$ cat config.mk
export PLATFORM = sky130hd
export DESIGN_NAME = ipd_frame_receiver
export DESIGN_NICKNAME = d
export VERILOG_FILES = /design/src/ipdfr_pkg.sv /design/src/ipd_frame_receiver.sv
export SDC_FILE = /design/constraint.sdc
export NUM_CORES = 1
export LEC_CHECK = 0
export ABC_CLOCK_PERIOD_IN_PS = 2650
export BUFFER_PORTS_ARGS = -buffer_cell sky130_fd_sc_hd__buf_2
export CORE_MARGIN = 3
export CORE_UTILIZATION = 54
export DETAILED_ROUTE_END_ITERATION = 16
export GPL_TIMING_DRIVEN = 1
export PLACE_DENSITY = 0.85
export SKIP_CTS_REPAIR_TIMING = 1
export SYNTH_ARGS = -nofsm -noshare
export SYNTH_HDL_FRONTEND = slang
export SYNTH_SLANG_ARGS = --single-unit
$ cat constraint.sdc
create_clock -name clk -period 2.65 [get_ports clk]
set_input_delay 0.265 -clock clk [delete_from_list [all_inputs] [get_ports clk]]
set_output_delay 0.265 -clock clk [all_outputs]
set_load 0.02 [all_outputs]
$ cat src/ipdfr_pkg.sv
package ipdfr_pkg;

    localparam int PAYLOAD_LIMIT_DEF = 256;
    localparam int COUNT_WRAP        = 16384;

    localparam logic [7:0] CH_PLUS  = 8'h2B;
    localparam logic [7:0] CH_I     = 8'h49;
    localparam logic [7:0] CH_P     = 8'h50;
    localparam logic [7:0] CH_D     = 8'h44;
    localparam logic [7:0] CH_COMMA = 8'h2C;
    localparam logic [7:0] CH_CR    = 8'h0D;
    localparam logic [7:0] CH_LF    = 8'h0A;

    localparam logic [2:0] EV_NONE     = 3'd0;
    localparam logic [2:0] EV_BYTE     = 3'd1;
    localparam logic [2:0] EV_CR_ARMED = 3'd2;
    localparam logic [2:0] EV_DONE     = 3'd3;
    localparam logic [2:0] EV_ABORT    = 3'd4;
    localparam logic [2:0] EV_OVERFLOW = 3'd5;

endpackage

$ cat src/ipd_frame_receiver.sv
// Channel  Signals                       Direction  Request content
// rx       rx_valid, rx_stall, rx_byte   in         one received serial byte
// ev       ev_valid, ev_stall, event_*   out        one event per received byte
//
// One request per cycle while rx_stall is low; each event appears in the cycle after its byte is taken.
// The parser state and the event register update in the same clock edge.
// rst_n clears the parser to hunting for '+' and empties the event register.
// rx_stall rises only while an event waits and ev_stall is high; the byte
// and event paths then hold until the event is taken.
module ipd_frame_receiver #(
    parameter int PAYLOAD_LIMIT = ipdfr_pkg::PAYLOAD_LIMIT_DEF
) (
    input  logic       clk,
    input  logic       rst_n,
    input  logic       rx_valid,
    output logic       rx_stall,
    input  logic [7:0] rx_byte,
    output logic       ev_valid,
    input  logic       ev_stall,
    output logic [2:0] event_kind,
    output logic [7:0] payload_byte,
    output logic [7:0] payload_index,
    output logic [7:0] frame_length
);
    import ipdfr_pkg::*;

    localparam int CNT_W = $clog2(PAYLOAD_LIMIT);
    localparam logic [CNT_W:0] LIMIT_VAL = (CNT_W + 1)'(PAYLOAD_LIMIT);
    localparam bit LIMIT_WRAPS = (PAYLOAD_LIMIT == COUNT_WRAP);

    typedef enum logic [2:0] {
        ST_HUNT  = 3'd0,
        ST_I     = 3'd1,
        ST_P     = 3'd2,
        ST_D     = 3'd3,
        ST_COMMA = 3'd4,
        ST_DATA  = 3'd5
    } state_t;

    state_t           state_reg, state_next;
    logic [CNT_W-1:0] count_reg, count_next;
    logic             armed_reg, armed_next;
    logic             ev_valid_reg, ev_valid_next;
    logic [2:0]       kind_reg, kind_next;
    logic [7:0]       byte_reg, byte_next;
    logic [7:0]       index_reg, index_next;
    logic [7:0]       length_reg, length_next;
    logic [CNT_W:0]   count_inc;
    logic             accept;

    assign rx_stall = ev_valid_reg && ev_stall;
    assign accept   = rx_valid && !rx_stall;
    assign count_inc = {1'b0, count_reg} + (CNT_W + 1)'(1);

    always_comb
    begin
        state_next    = state_reg;
        count_next    = count_reg;
        armed_next    = armed_reg;
        ev_valid_next = ev_valid_reg && ev_stall;
        kind_next     = kind_reg;
        byte_next     = byte_reg;
        index_next    = index_reg;
        length_next   = length_reg;
        if (accept)
        begin
            ev_valid_next = 1'b1;
            kind_next     = EV_NONE;
            byte_next     = '0;
            index_next    = '0;
            length_next   = '0;
            unique case (state_reg)
                ST_I:     state_next = (rx_byte == CH_I)     ? ST_P     : ST_HUNT;
                ST_P:     state_next = (rx_byte == CH_P)     ? ST_D     : ST_HUNT;
                ST_D:     state_next = (rx_byte == CH_D)     ? ST_COMMA : ST_HUNT;
                ST_COMMA: state_next = (rx_byte == CH_COMMA) ? ST_DATA  : ST_HUNT;
                ST_DATA:
                begin
                    if (armed_reg)
                    begin
                        if (rx_byte == CH_LF)
                        begin
                            kind_next   = EV_DONE;
                            length_next = 8'(count_reg);
                            state_next  = ST_HUNT;
                        end
                        else
                        begin
                            kind_next = EV_ABORT;
                        end
                        count_next = '0;
                        armed_next = 1'b0;
                    end
                    else if (rx_byte == CH_CR && count_reg > CNT_W'(1))
                    begin
                        armed_next = 1'b1;
                        kind_next  = EV_CR_ARMED;
                    end
                    else
                    begin
                        byte_next  = rx_byte;
                        index_next = 8'(count_reg);
                        if (count_inc == LIMIT_VAL)
                        begin
                            count_next = '0;
                            kind_next  = LIMIT_WRAPS ? EV_BYTE : EV_OVERFLOW;
                        end
                        else
                        begin
                            count_next = count_inc[CNT_W-1:0];
                            kind_next  = EV_BYTE;
                        end
                    end
                end
                default:  state_next = (rx_byte == CH_PLUS)  ? ST_I     : ST_HUNT;
            endcase
        end
    end

    always_ff @(posedge clk or negedge rst_n)
    begin
        if (!rst_n)
        begin
            state_reg    <= ST_HUNT;
            count_reg    <= '0;
            armed_reg    <= 1'b0;
            ev_valid_reg <= 1'b0;
            kind_reg     <= EV_NONE;
            byte_reg     <= '0;
            index_reg    <= '0;
            length_reg   <= '0;
        end
        else
        begin
            state_reg    <= state_next;
            count_reg    <= count_next;
            armed_reg    <= armed_next;
            ev_valid_reg <= ev_valid_next;
            kind_reg     <= kind_next;
            byte_reg     <= byte_next;
            index_reg    <= index_next;
            length_reg   <= length_next;
        end
    end

    assign ev_valid      = ev_valid_reg;
    assign event_kind    = kind_reg;
    assign payload_byte  = byte_reg;
    assign payload_index = index_reg;
    assign frame_length  = length_reg;

endmodule

======== Word level (Yosys, flattened, before mapping) ========
Cells that the tools add are included.
operators by class
  multiplexer cells ....................... 28
  eq/ne operators ......................... 16
  reductions and logical operators ........ 7
  order comparisons ....................... 1
  add/subtract/negate cells ............... 1
operators by type and width
  kind                                                                   number
  8-bit 2-to-1 mux                                                       12
  3-bit 2-to-1 mux                                                       9
  8-bit by 7-bit equality test with 1-bit output, second input constant  3
  8-bit by 4-bit equality test with 1-bit output, second input constant  2
  8-bit by 6-bit equality test with 1-bit output, second input constant  2
  3-bit one-hot mux with 5 select lines                                  1
  8-bit by 1-bit adder with 9-bit output, second input constant          1
  9-bit equality test, second input constant                             1
  8-bit by 1-bit > comparator with 1-bit output, second input constant   1
  3-bit by 2-bit equality test with 1-bit output, second input constant  2
  3-bit equality test, second input constant                             2
  2-bit != test, second input constant                                   3
  3-bit AND reduction                                                    2
  1-bit 2-to-1 mux                                                       4
  2-bit 2-to-1 mux                                                       2
  3-bit by 1-bit equality test with 1-bit output, second input constant  1
  1-bit logical AND                                                      3
  2-bit AND reduction                                                    1
  1-bit zero test                                                        1
storage, ports and cells
  flip-flop bits (word level) ............. 40
  input bits .............................. 12
  word-level logic and storage cells ...... 61

======== Logic depth before layout (Yosys ltp) ========
  word-level depth ........................ 6
  mapped depth ............................ 8

======== Worst setup path after synthesis ========
Ideal clock, no wire load.
  kind .................................... register to register
  start point ............................. register count_reg[0]
  end point ............................... register count_reg[1]
  path buffers ............................ 1
  cell stages (with the launch flop) ...... 8
  slack ................................... 750 ps
  data required time ...................... 2529 ps
  arrival time ............................ 1779 ps
  setup time .............................. 121 ps
  cell sequence ........................... dfrtp_1 inv_1 ha_1 or2_2 a31oi_2 a211oi_2 buf_4 a22o_1
between the ends
  word-level cells in the longest chain between the ends .. 5
  elaborated cells between the ends (all ways) .. 9
  those cells by class .................... 1 x add/sub; 1 x order compare; 2 x eq/ne; 3 x mux; 2 x reduce/logical
RTL lines
  what                                    RTL line                   text
  start, declared                         ipd_frame_receiver.sv:41   logic [CNT_W-1:0] count_reg, count_next;
  start signal, assigned                  ipd_frame_receiver.sv:136  count_reg <= count_next;
  8-bit by 1-bit adder with 9-bit output  ipd_frame_receiver.sv:53   assign count_inc = {1'b0, count_reg} + (CNT_W + 1)'(1);
  9-bit equality test                     ipd_frame_receiver.sv:103  if (count_inc == LIMIT_VAL)
  8-bit 2-to-1 mux                        ipd_frame_receiver.sv:103
  8-bit 2-to-1 mux                        ipd_frame_receiver.sv:94   else if (rx_byte == CH_CR && count_reg > CNT_W'(1))
  8-bit 2-to-1 mux                        ipd_frame_receiver.sv:79   if (armed_reg)
Several ways; a longest one is shown, not always the timed one. The select of a mux whose other input is x is not followed.
A chain may end at the register's enable or synchronous reset.

======== Final worst setup path ========
  start point ............................. register count_reg[0]
  end point ............................... register kind_reg[0], in the netlist event_kind[0]
between the ends
  word-level cells in the longest chain between the ends .. 5
RTL lines
  what                                           RTL line                   text
  8-bit by 1-bit > comparator with 1-bit output  ipd_frame_receiver.sv:94
  1-bit logical AND                              ipd_frame_receiver.sv:94
  3-bit 2-to-1 mux                               ipd_frame_receiver.sv:94
  3-bit 2-to-1 mux                               ipd_frame_receiver.sv:79
  3-bit 2-to-1 mux                               ipd_frame_receiver.sv:72   unique case (state_reg)
  end signal, assigned                           ipd_frame_receiver.sv:139  kind_reg <= kind_next;
  end, declared                                  ipd_frame_receiver.sv:44   logic [2:0] kind_reg, kind_next;
No other way between the ends.

==> summary.txt <==
Mapped Nets -> 194
Setup Crit Path Kind -> flop to flop
Post-Syn Instances -> 178
FF+latch count, synth -> 40
internal power -> 823 uW
first-pass detailed-route iteration total -> 4
worst hold path class -> input port to async pin
pre-CTS WS -> 556 ps
ANT cells -> 0
Post-Synthesis Cell Area -> 0.00194 mm^2
fraction of layout cells with a size suffix above 1 -> 27.5%
post-synthesis mux area share -> 0.581%
largest net degree at the start of global routing -> 41
Cell Pwr Density -> 477 mW/mm^2
Worst Setup SP -> count_reg[0]$_DFFE_PN0P_
Synth cell types -> 39
die height -> 65.9 um
Main synth FF type -> dfrtp_1
FMAX -> 0.470 GHz
Switching Share -> 23.0%
CP max stage delay -> 500 ps
Non-Filler Instances -> 264
met3 Use GR -> 3.57%
CP Cell Sequence -> inv_1 > ha_1 > or2_2 > a31oi_2 > a211oi_2 > buf_4 > a211o_1
total track usage -> 20.9%
Clk pwr share -> 37.2%
largest family of logic cells by synthesized area -> compound AO/OA/AOI/OAI gates
commonest non-fill, non-tap cells in the layout -> 40 x dfrtp_1, 40 x buf_2, 27 x a22o_1
Setup-failing EPs final -> 0
tightest hold margin -> -0.874 ps
clock tree buffer depth -> 2
clock sinks -> 40
fraction of registers with async set/reset -> 100%
Die X-Extent -> 65.9 um
final worst slack -> 522 ps
FP Rows -> 21
hpwl dp -> 2.91 mm
failing checks -> hold timing
Crit path depth -> 7
startpoint types -> flop
hold violation count in the final report -> 1
delay-heaviest family, CP -> compound AO/OA/AOI/OAI gates
CTS tree -> built
fin crit period -> 2130 ps
Synth Area in Compound Gates -> 23.4%
Mean Syn Cell Area -> 10.9 um^2
H-tree levels -> 2
crit share post-route -> 80.3%
crit path DAT -> 2370 ps
Worst Max-Slew Pin Slew -> 831 ps
busiest grt layer -> met1
post-synthesis sequential area ratio -> 51.6%
relative slew slack -> 44.6%
clk root buf -> clkbuf_4
first-pass GRT wire length -> 7.03 mm
crit path to -> event_kind[0]$_DFFE_PN0P_
met2 Use GR -> 30.8%
Routed wire per std cell -> 15.4 um
Util after Layout -> 66.2%
P_leak -> 1.11 nW
placer's final routability congestion estimate -> 0.873
Nets -> 233
Setup TNS -> 0 ps
Combinational Power Share -> 5.5%
Synth Area in XOR/XNOR -> 0%
Worst-Skew Late Latency -> 350 ps
Fill cells -> 254
FF-to-FF path depth -> 7
Final Skew -> 9.99 ps
critical path fanouts, max -> 23
via count -> 1561
initial antenna violation count -> 0
die area -> 0.00435 mm^2
core area -> 0.00339 mm^2
PortBufs -> 40
Via density -> 5.91
vias in the first global route -> 1461
r2r setup slk -> 520 ps
starting density of the core -> 57.2%
kind of end point of the critical path -> flop
RSZ-0062 raised after global routing -> false
Worst R2R End -> event_kind[0]$_DFFE_PN0P_
drt total wl -> 4.06 mm
WP buf/inv -> 2
switching pwr -> 246 uW
Max Cap Viol -> 0
YS warnings -> 0
status -> complete, but fails checks
total gr overflow -> 0
post-synthesis simple-gate area fraction -> 18.5%
Reg-to-Reg Start -> count_reg[0]$_DFFE_PN0P_
Slew Viols, Final -> 0
Pwr Total -> 1.07 mW
maximum vdd drop -> 0.374 mV
number of flops mapped to enable cells by yosys -> 0
Num CTS Buffers -> 5
Starting DRT DRC Count -> 109
slowest cell on the critical path -> dfrtp_1
dpl cells -> 256
Post-Synth Adder-Cell Area -> 2.58%
Crit path required time -> 2890 ps
CTS clock-pin slew for the worst setup and hold paths -> 120 ps
Seq pwr share -> 57.2%
GRT met1 Usage -> 31.1%
IO Count -> 41
ANT nets after route -> 0
Area Growth Syn to Fin -> 15.7%
# DRC -> 0
cell usage after synthesis, types with 3 or more instances:
| master | count | area [um^2] |
|---|---|---|
| nand2b_1 | 4 | 25.0 |
| clkbuf_1 | 6 | 22.5 |
| nor2_1 | 9 | 33.8 |
| a21oi_1 | 6 | 30.0 |
| ha_1 | 4 | 50.1 |
| a22o_1 | 27 | 236 |
| o21ai_0 | 10 | 50.1 |
| o211ai_1 | 4 | 30.0 |
| nand2_1 | 18 | 67.6 |
| inv_1 | 5 | 18.8 |
| nor4bb_1 | 3 | 30.0 |
| or2_2 | 3 | 18.8 |
| nand3_1 | 5 | 25.0 |
| dfrtp_1 | 40 | 1000 |
worst min-delay path by stage:
stage / from / end / cells after the start
floorplan: rst_n / armed_reg$_DFFE_PN0P_ / 0
global placement: rst_n / payload_byte[1]$_DFFE_PN0P_ / 1
detailed placement: rst_n / payload_byte[2]$_DFFE_PN0P_ / 1
CTS: rst_n / payload_byte[4]$_DFFE_PN0P_ / 1
global route: rst_n / frame_length[5]$_DFFE_PN0P_ / 1
finish: rst_n / payload_byte[5]$_DFFE_PN0P_ / 1
power by group through the flow:
stage          clock network (mW)  registers (mW)  logic (mW)
2_1_floorplan                   0           0.625      0.0249
3_3_place_gp                    0           0.624      0.0594
3_5_place_dp                    0           0.624      0.0597
4_1_cts                     0.408           0.612      0.0600
5_1_grt                     0.430           0.612      0.0678
6_report                    0.398           0.612      0.0593
worst register-to-register path, delay by kind of cell (launching register included):
| kind | cells | cell delay (ps) |
|---|---|---|
| AOI/OAI and AO/OA | 3 | 730 |
| adders and majority gates | 1 | 190 |
| buffers and inverters | 2 | 300 |
| DFF | 1 | 500 |
| and+or+nand+nor | 1 | 290 |
cell families (layout without fill, tap and decap cells):
group	count (synthesis)	after routing
and+or+nand+nor	59	59
muxes	1	1
AOI/OAI and AO/OA	59	59
adders and majority gates	4	4
buffers and inverters	15	55
DFF	40	40
layout make-up:
cell class	count	area, um^2	area share, %
Inverter	5	18.8	0.836
Multi-Input combinational cell	123	872	38.9
Clock buffer	5	37.5	1.67
Sequential cell	40	1000	44.6
Timing Repair Buffer	42	215	9.59
Tap cell	46	57.6	2.56
Clock inverter	3	42.5	1.90
stage by stage:
step           cell area, um^2  hold WS [ps]
6_report                  2240        -0.874
3_5_place_dp              2160           412
5_1_grt                   2240          79.8
2_1_floorplan             1940         -30.6
3_3_place_gp              2160           414
4_1_cts                   2240          21.2
layer usage:
metal | wire [um] | vias to the layer above
li1 | - | 746
met1 | 1840 | 749
met2 | 1890 | 61
met3 | 278 | 5
met4 | 50 | 0
met5 | 0 | -
Power figures use the tool's default switching activity.
